### src/rtl/core/sdd_pkg.sv
package sdd_pkg;

   // number of storage cells in the chain
   localparam int CAPACITY = 64;

   // width of one set element
   localparam int VALUE_W = 32;

   // result tdata is padded to a whole byte
   localparam int RSP_TDATA_W = 8;

   typedef logic signed [VALUE_W-1:0] value_type;

   // per-transaction control broadcast to every cell
   typedef struct packed {
      logic shift;
      logic clear;
      logic compare;
   } cell_ctrl_type;

endpackage

### src/rtl/core/set_duplicate_detector_core.sv
// Set duplicate detector.
// req channel: one set element per transaction in req_tdata (signed 32 bits),
// req_tlast marks the final element of a set. rsp channel: one transaction per
// set, rsp_tdata[0] = duplicate seen, rsp_tuser[0] = overflow (more than
// CAPACITY elements, answer may be incomplete).
// Elements sit in a chain of CAPACITY cells; a new element enters the first
// cell and pushes the others along, and every cell compares its entry with the
// incoming element in the same cycle. A full chain stops shifting.
// Throughput: one element per cycle while req_tready is high. For a last element,
// the result is registered in the cells, then ORed into the output register.
// The next set may follow in the cycle after a last element.
// Stall: a finished result waits in the output register; elements keep
// flowing until a second result is ready behind it, then req_tready drops
// until rsp_tready takes the first one.
// Reset (synchronous): empties the chain, drops any pending result and clears
// the flags; no clearing pass is needed.
module set_duplicate_detector_core (
   input  logic                                clock,
   input  logic                                reset,
   input  logic                                req_tvalid,
   output logic                                req_tready,
   input  logic [sdd_pkg::VALUE_W-1:0]         req_tdata,  // [31:0] value
   input  logic                                req_tlast,  // last
   output logic                                rsp_tvalid,
   input  logic                                rsp_tready,
   output logic [sdd_pkg::RSP_TDATA_W-1:0]     rsp_tdata,  // [0] duplicate, rest zero
   output logic [0:0]                          rsp_tuser   // [0] overflow
);
   import sdd_pkg::*;

   value_type     chain_value [CAPACITY+1];
   logic          chain_valid [CAPACITY+1];
   logic [CAPACITY-1:0] match_vec;
   cell_ctrl_type ctrl;

   logic req_accept;
   logic chain_full;
   logic any_match;
   logic s1_hold;
   logic s1_advance;
   logic ovf_now;
   logic found_now;

   logic s1_valid_ff, s1_valid_in;
   logic s1_last_ff,  s1_last_in;
   logic s1_ovf_ff,   s1_ovf_in;
   logic ovf_flag_ff, ovf_flag_in;
   logic found_flag_ff, found_flag_in;
   logic rsp_valid_ff, rsp_valid_in;
   logic rsp_dup_ff,   rsp_dup_in;
   logic rsp_ovf_ff,   rsp_ovf_in;

   // handshake
   assign s1_hold    = s1_valid_ff && s1_last_ff && rsp_valid_ff;
   assign req_tready = !s1_hold;
   assign req_accept = req_tvalid && req_tready;
   assign s1_advance = s1_valid_ff && !s1_hold;

   // chain control
   assign chain_full   = chain_valid[CAPACITY];
   assign ctrl.compare = req_accept;
   assign ctrl.clear   = req_accept && req_tlast;
   assign ctrl.shift   = req_accept && !req_tlast && !chain_full;

   // chain head is the incoming element
   assign chain_value[0] = value_type'(req_tdata);
   assign chain_valid[0] = 1'b1;

   // the cell chain
   for (genvar k = 0; k < CAPACITY; k++) begin : g_cell
      sdd_cell u_cell (
         .clock      (clock),
         .reset      (reset),
         .ctrl       (ctrl),
         .key        (chain_value[0]),
         .prev_value (chain_value[k]),
         .prev_valid (chain_valid[k]),
         .value      (chain_value[k+1]),
         .valid      (chain_valid[k+1]),
         .match      (match_vec[k])
      );
   end

   assign any_match = |match_vec;

   // overflow tracking at accept
   assign ovf_now = ovf_flag_ff || chain_full;

   always_comb begin
      ovf_flag_in = ovf_flag_ff;
      s1_valid_in = s1_valid_ff;
      s1_last_in  = s1_last_ff;
      s1_ovf_in   = s1_ovf_ff;
      if (s1_advance) begin
         s1_valid_in = 1'b0;
      end
      if (req_accept) begin
         s1_valid_in = 1'b1;
         s1_last_in  = req_tlast;
         s1_ovf_in   = ovf_now;
         ovf_flag_in = req_tlast ? 1'b0 : ovf_now;
      end
   end

   // second stage: fold cell matches into the set flag, emit on last
   assign found_now = found_flag_ff || any_match;

   always_comb begin
      found_flag_in = found_flag_ff;
      rsp_valid_in  = rsp_valid_ff;
      rsp_dup_in    = rsp_dup_ff;
      rsp_ovf_in    = rsp_ovf_ff;
      if (rsp_valid_ff && rsp_tready) begin
         rsp_valid_in = 1'b0;
      end
      if (s1_advance) begin
         if (s1_last_ff) begin
            found_flag_in = 1'b0;
            rsp_valid_in  = 1'b1;
            rsp_dup_in    = found_now;
            rsp_ovf_in    = s1_ovf_ff;
         end else begin
            found_flag_in = found_now;
         end
      end
   end

   always_ff @(posedge clock) begin
      if (reset) begin
         s1_valid_ff   <= 1'b0;
         ovf_flag_ff   <= 1'b0;
         found_flag_ff <= 1'b0;
         rsp_valid_ff  <= 1'b0;
      end else begin
         s1_valid_ff   <= s1_valid_in;
         ovf_flag_ff   <= ovf_flag_in;
         found_flag_ff <= found_flag_in;
         rsp_valid_ff  <= rsp_valid_in;
      end
   end

   always_ff @(posedge clock) begin
      s1_last_ff <= s1_last_in;
      s1_ovf_ff  <= s1_ovf_in;
      rsp_dup_ff <= rsp_dup_in;
      rsp_ovf_ff <= rsp_ovf_in;
   end

   // result ports
   assign rsp_tvalid = rsp_valid_ff;
   assign rsp_tdata  = {{(RSP_TDATA_W-1){1'b0}}, rsp_dup_ff};
   assign rsp_tuser  = rsp_ovf_ff;

endmodule

### src/rtl/core/sdd_cell.sv
module sdd_cell (
   input  logic                  clock,
   input  logic                  reset,
   input  sdd_pkg::cell_ctrl_type ctrl,
   input  sdd_pkg::value_type    key,
   input  sdd_pkg::value_type    prev_value,
   input  logic                  prev_valid,
   output sdd_pkg::value_type    value,
   output logic                  valid,
   output logic                  match
);
   import sdd_pkg::*;

   value_type value_ff;
   value_type value_in;
   logic      valid_ff;
   logic      valid_in;
   logic      match_ff;
   logic      match_in;

   // take the neighbor's entry when the chain shifts, drop the entry on clear
   always_comb begin
      value_in = value_ff;
      valid_in = valid_ff;
      if (ctrl.clear) begin
         valid_in = 1'b0;
      end else if (ctrl.shift) begin
         value_in = prev_value;
         valid_in = prev_valid;
      end
   end

   // compare the broadcast key with the held entry, before any shift
   always_comb begin
      match_in = match_ff;
      if (ctrl.compare) begin
         match_in = valid_ff && (value_ff == key);
      end
   end

   always_ff @(posedge clock) begin
      if (reset) begin
         valid_ff <= 1'b0;
      end else begin
         valid_ff <= valid_in;
      end
   end

   always_ff @(posedge clock) begin
      value_ff <= value_in;
      match_ff <= match_in;
   end

   assign value = value_ff;
   assign valid = valid_ff;
   assign match = match_ff;

endmodule

### config.mk
export PLATFORM = sky130hd
export DESIGN_NAME = set_duplicate_detector_core
export DESIGN_NICKNAME = d
export VERILOG_FILES = /design/src/rtl/core/sdd_pkg.sv /design/src/rtl/core/set_duplicate_detector_core.sv /design/src/rtl/core/sdd_cell.sv
export SDC_FILE = /design/constraint.sdc
export NUM_CORES = 2
export LEC_CHECK = 0
export BUFFER_PORTS_ARGS = -buffer_cell sky130_fd_sc_hd__buf_4
export CAP_MARGIN = 15
export CORE_MARGIN = 5
export CORE_UTILIZATION = 53
export CTS_CLUSTER_SIZE = 25
export DETAILED_ROUTE_END_ITERATION = 12
export PLACE_DENSITY = 0.68
export SLEW_MARGIN = 20
export SYNTH_ARGS = -nofsm -noshare
export SYNTH_HDL_FRONTEND = slang
export SYNTH_SLANG_ARGS = --single-unit
### constraint.sdc
create_clock -name clock -period 73.5 [get_ports clock]
set_clock_uncertainty 0.15 [all_clocks]
set_input_delay 11.025 -clock clock [delete_from_list [all_inputs] [get_ports clock]]
set_output_delay 11.025 -clock clock [all_outputs]
set_load 0.005 [all_outputs]
# After elaboration in Yosys (flattened, before gate mapping)
# Cells that the tools add are included.
[word_totals]
register_bits = 2184
in_bits = 37
output_inout_bits = 11
[op_classes]
eq_ne = 64
n_mux = 7
bitwise = 1
reduce_logical = 82
[ops]
columns = ["cell", "count"]
rows = [
  ["$eq 32x32->1", 64],
  ["$logic_and 1x1->1", 72],
  ["$reduce_or 64->1", 1],
  ["$mux 1", 7],
  ["$reduce_and 2->1", 2],
  ["$logic_not 1->1", 3],
  ["$logic_or 1x1->1", 2],
  ["$reduce_bool 2->1", 1],
  ["$reduce_or 2->1", 1],
  ["$not 1->1", 1],
]

# Depth between registers and ports, before layout
[logic_depth]
word_depth = 7
depth_mapped = 7
ltp_nobuf = 5

# By module
# From an unflattened synthesis, not the netlist that was laid out.
[unflattened]
cells_unflattened = 5244
hier_area_um2 = 89324.4
[by_module_without_submodules]
columns = ["module", "n_inst", "cells_each", "area_per_inst_um2"]
rows = [
  ["sdd_cell", 64, 81, 1387.6],
  ["set_duplicate_detector_core", 1, 60, 519.2],
]

# Worst setup path after synthesis
# OpenSTA, ideal clock, no wires.
[synth_path]
path_kind = "input to register"
startpoint = "in req_tlast"
endpoint = "reg g_cell[0].u_cell.value_ff[0], enable pin"
t_arrival_ns = 35.018
t_required_ns = 71.806
setup_slack_ns = 36.788
path_stages = 4
n_path_buf = 1
path_cell_list = "nor2_1 > nand3_1 > inv_2 > buf_2"
[synth_between]
elab_chain_cells = 4
elab_cells_between_ends = 6
[synth_rtl]
columns = ["item", "line_no", "source"]
rows = [
  ["start: declaration", "set_duplicate_detector_core.sv:23", "input logic req_tlast,"],
  ["$logic_not 1->1", "set_duplicate_detector_core.sv:63", "assign ctrl.shift = req_accept && !req_tlast && !chain_full;"],
  ["$logic_and 1x1->1 (2 in a row)", "set_duplicate_detector_core.sv:63", ""],
  ["$reduce_and 2->1 (no line) *", "n/a", ""],
  ["end signal: assignment", "sdd_cell.sv:50", "value_ff <= value_in;"],
  ["end: declaration", "sdd_cell.sv:14", "value_type value_ff;"],
]
# Every way passes the cells marked *; elsewhere a longest branch is shown, timed or not.
# A chain may end at the register's enable or synchronous reset.

# Worst setup path after layout
[layout_path]
startpoint = "in req_tlast"
endpoint = "reg g_cell[50].u_cell.value_ff[23], enable pin"
[layout_between]
elab_chain_cells = 4
elab_cells_between_ends = 6
[layout_rtl]
columns = ["item", "line_no"]
rows = [
  ["$logic_not 1->1", "set_duplicate_detector_core.sv:63"],
  ["$logic_and 1x1->1 (2 in a row)", "set_duplicate_detector_core.sv:63"],
  ["$reduce_and 2->1 (no line) *", "n/a"],
  ["end signal: assignment", "sdd_cell.sv:50"],
  ["end: declaration", "sdd_cell.sv:14"],
]
# Marks and branches as above.

==> flow_metrics.env <==
export IMPL_finalSetupViolations=0
export IMPL_vias_per_cell=5.947
export IMPL_die_w_um=421.4
export IMPL_port_buffers=40
export IMPL_tightest_slew_ps=1123
export IMPL_clk_insertion_delay_late_ps=850
export IMPL_cts_resized=0
export IMPL_antenna_found_initial=5
export IMPL_grt_total_usage_pct=26.43
export IMPL_largest_reg_flops=2048
export IMPL_dpl_cell_area_um2=92250
export IMPL_drt_iter0_markers=6227
export IMPL_r2r_setup_slack_ps=67230
export IMPL_synth_distinct_cells=39
export IMPL_synthCells=5499
export IMPL_timing_rr_start="s1_last_ff"
export IMPL_relSlewSlack_pct=25.12
export IMPL_cp_required_ps=73780
export IMPL_synth_top_area_share_pct=70.84
export IMPL_crit_top_cell="buf_4"
export IMPL_rsz0062_at_grt="false"
export IMPL_syn_mean_instance_area_um2=16.31
export IMPL_fillers=12760
export IMPL_dominantRegCellSynth="edfxtp_1"
export IMPL_finalInstanceArea_um2=99310
export IMPL_p_per_area_nw_per_um2=27.09
export IMPL_cts_made_buffers=214
export IMPL_cts_tree="done"
export IMPL_cts_sinks=2184
export IMPL_fin_setup_tns_ps=0
export IMPL_grt_pass1_wl_mm=340.9
export IMPL_ys_seq_area_share_pct=72.36
export IMPL_final_layout_size_suffix_gt1_share_pct=7.930
export IMPL_htree_levels=4
export IMPL_grt_max_degree=202
export IMPL_maxCapViolCount=0
export IMPL_start_util_pct=53.10
export IMPL_overflow=0
export IMPL_ant_nets=0
export IMPL_grt_pass1_vias=47260
export IMPL_pre_cts_slack_ps=56690
export IMPL_area_delta_synth_final_pct=10.71
export IMPL_hold_path_class="reg -> reg"
export IMPL_cts_setup_buffers=0
export IMPL_crit_chain="buf_4 > nor2_1 > nand3_4 > inv_8 > buf_12 > buf_4 > buf_4 > buf_4"
export IMPL_ios=48
export IMPL_fin_crit_ps=16120
export IMPL_path_class="in -> reg"
export IMPL_synthArstFlopShare_pct=0
export IMPL_start_kind="primary input"
export IMPL_outcome="completed"
export IMPL_routedWlPerCell_um=29.76
export IMPL_core_um2=168900
export IMPL_dieArea_um2=177600
export IMPL_cp_arrival_ps=16400
export IMPL_ys_ff_latch=2184
export IMPL_nets=5639
export IMPL_cts_hold_buf=0
export IMPL_maxSlewViolCount=0
export IMPL_fin_ws_ps=57380
export IMPL_rows=151
export IMPL_gp_congestion=0.8706
export IMPL_slowest_stage="buf_4"
export IMPL_yosysWarnings=0
export IMPL_finalHoldViolations=0
export IMPL_hold_path_end="g_cell[51].u_cell.value[8]"
export IMPL_max_freq_ghz=0.06202
export IMPL_crit_path_end_kind="flip-flop"
export IMPL_cts_root_buf="clkbuf_16"
export IMPL_holdWs_ps=283.9
export IMPL_clkTransAtPathRegs_ps=60
export IMPL_clockBufferDepth=3
export IMPL_hold_start="g_cell[50].u_cell.value[8]"
export IMPL_die_h_um=421.4
export IMPL_synth_edf_count=2116
export IMPL_drtPass1Iterations=5
export IMPL_wirelength_mm=238.3
export IMPL_period_share_pct=21.94
export IMPL_slowest_delay_ps=920
export IMPL_peakVddDrop_uv=21.07
export IMPL_synthTopCellsByArea="edfxtp_1 71%, xor2_1 19%, nor4_1 3.2%"
export IMPL_dpl_hpwl_mm=154.7
export IMPL_drc=0
export IMPL_worst_path_max_fanout=185
export IMPL_r2r_cells=7
export IMPL_worstHoldPathCells=0
export IMPL_worst_r2r_endpoint="g_cell[50].u_cell.value[23]"
export IMPL_vias=47620
export IMPL_synth_area_um2=89700
export IMPL_synth_top_area_cell="edfxtp_1"
export IMPL_p_leak_nw=31.61
-- synth_stat cells (6+ instances only) --
| cell type | instances |
|---|---|
| a21oi_1 | 71 |
| clkbuf_1 | 14 |
| nor2_1 | 10 |
| nand2_1 | 129 |
| dfxtp_1 | 68 |
| edfxtp_1 | 2116 |
| xor2_1 | 1931 |
| buf_2 | 219 |
| nand3_1 | 120 |
| nand4_1 | 76 |
| o21ai_0 | 6 |
| xnor2_1 | 100 |
| nor4_1 | 458 |
| nor3_1 | 114 |
| buf_4 | 13 |
| inv_1 | 17 |
-- worst max-delay path by stage --
stage,endpoint,slack (ps),depth (start not counted),startpoint
floorplan,g_cell[0].u_cell.value[0],36790,4,req_tlast
global route,g_cell[50].u_cell.value[23],57180,8,req_tlast
finish,g_cell[50].u_cell.value[23],57380,8,req_tlast
detailed placement,g_cell[50].u_cell.value[13],56690,8,req_tlast
CTS,g_cell[49].u_cell.value[9],57570,8,req_tlast
global placement,g_cell[49].u_cell.value[25],56770,8,req_tlast
-- kinds of logic after synthesis --
group	after synthesis	synth area share, %
flops	2184	72.36
xor+xnor	2031	19.83
simple gates	918	5.709
buf+inv	272	1.523
compound gates	93	0.5733
other cells	1	0.004181
-- area by class of cell --
class / instances / area [µm²] / share of cell area [%]
antenna: 2 / 5.005 / 0.005040
clock buffer: 287 / 5892 / 5.933
clock inverter: 115 / 1124 / 1.131
inverter: 20 / 82.58 / 0.08316
multi-input combinational: 3049 / 23480 / 23.64
sequential: 2184 / 64900 / 65.36
tap: 2218 / 2775 / 2.795
timing repair buffer: 133 / 1047 / 1.055
-- per-stage QoR --
step / power, mW / util [%] / std cells
finish: 2.690 / 58.79 / 8008
global route: 2.765 / 58.79 / 8006
CTS: 2.698 / 58.77 / 8005
detailed placement: 1.615 / 54.62 / 7603
global placement: 1.613 / 54.62 / 7603
floorplan: 1.606 / - / 5505
-- per-layer routing --
layer	global-route usage, %	routed length (µm)	up-vias
met2	41.04	109700	2489
met3	5.351	23310	367
met4	6.595	5681	0
li1	-	-	20270
met5	0	0	-
met1	38.78	99610	24490
-- where the power goes --
group          internal, mW  total [mW]  switching [mW]
registers              1.41        1.44          0.0299
clock network         0.613        1.10           0.486
logic                0.0444       0.156           0.111
-- worst max-delay path: cells and delay by family --
kind | cells | cell delay (ps)
buffers and inverters | 6 | 4290
AND/OR/NAND/NOR | 2 | 490
-- layout by cell type (no fill, tap or decap), types with 7 or more instances in the layout --
cell type	instances
nor3_1	114
dfxtp_1	68
nor4_1	457
inv_16	7
a21oi_1	71
clkinvlp_4	8
clkbuf_1	49
nor2_1	10
clkinv_2	39
bufinv_16	13
conb_1	7
xnor2_1	100
nand2_1	129
inv_1	17
buf_4	129
nand4_1	76
xor2_1	1931
clkbuf_8	22
edfxtp_1	2116
clkinv_1	37
nand3_1	119
clkbuf_16	216
No activity file was read; power rests on OpenSTA's default activity.
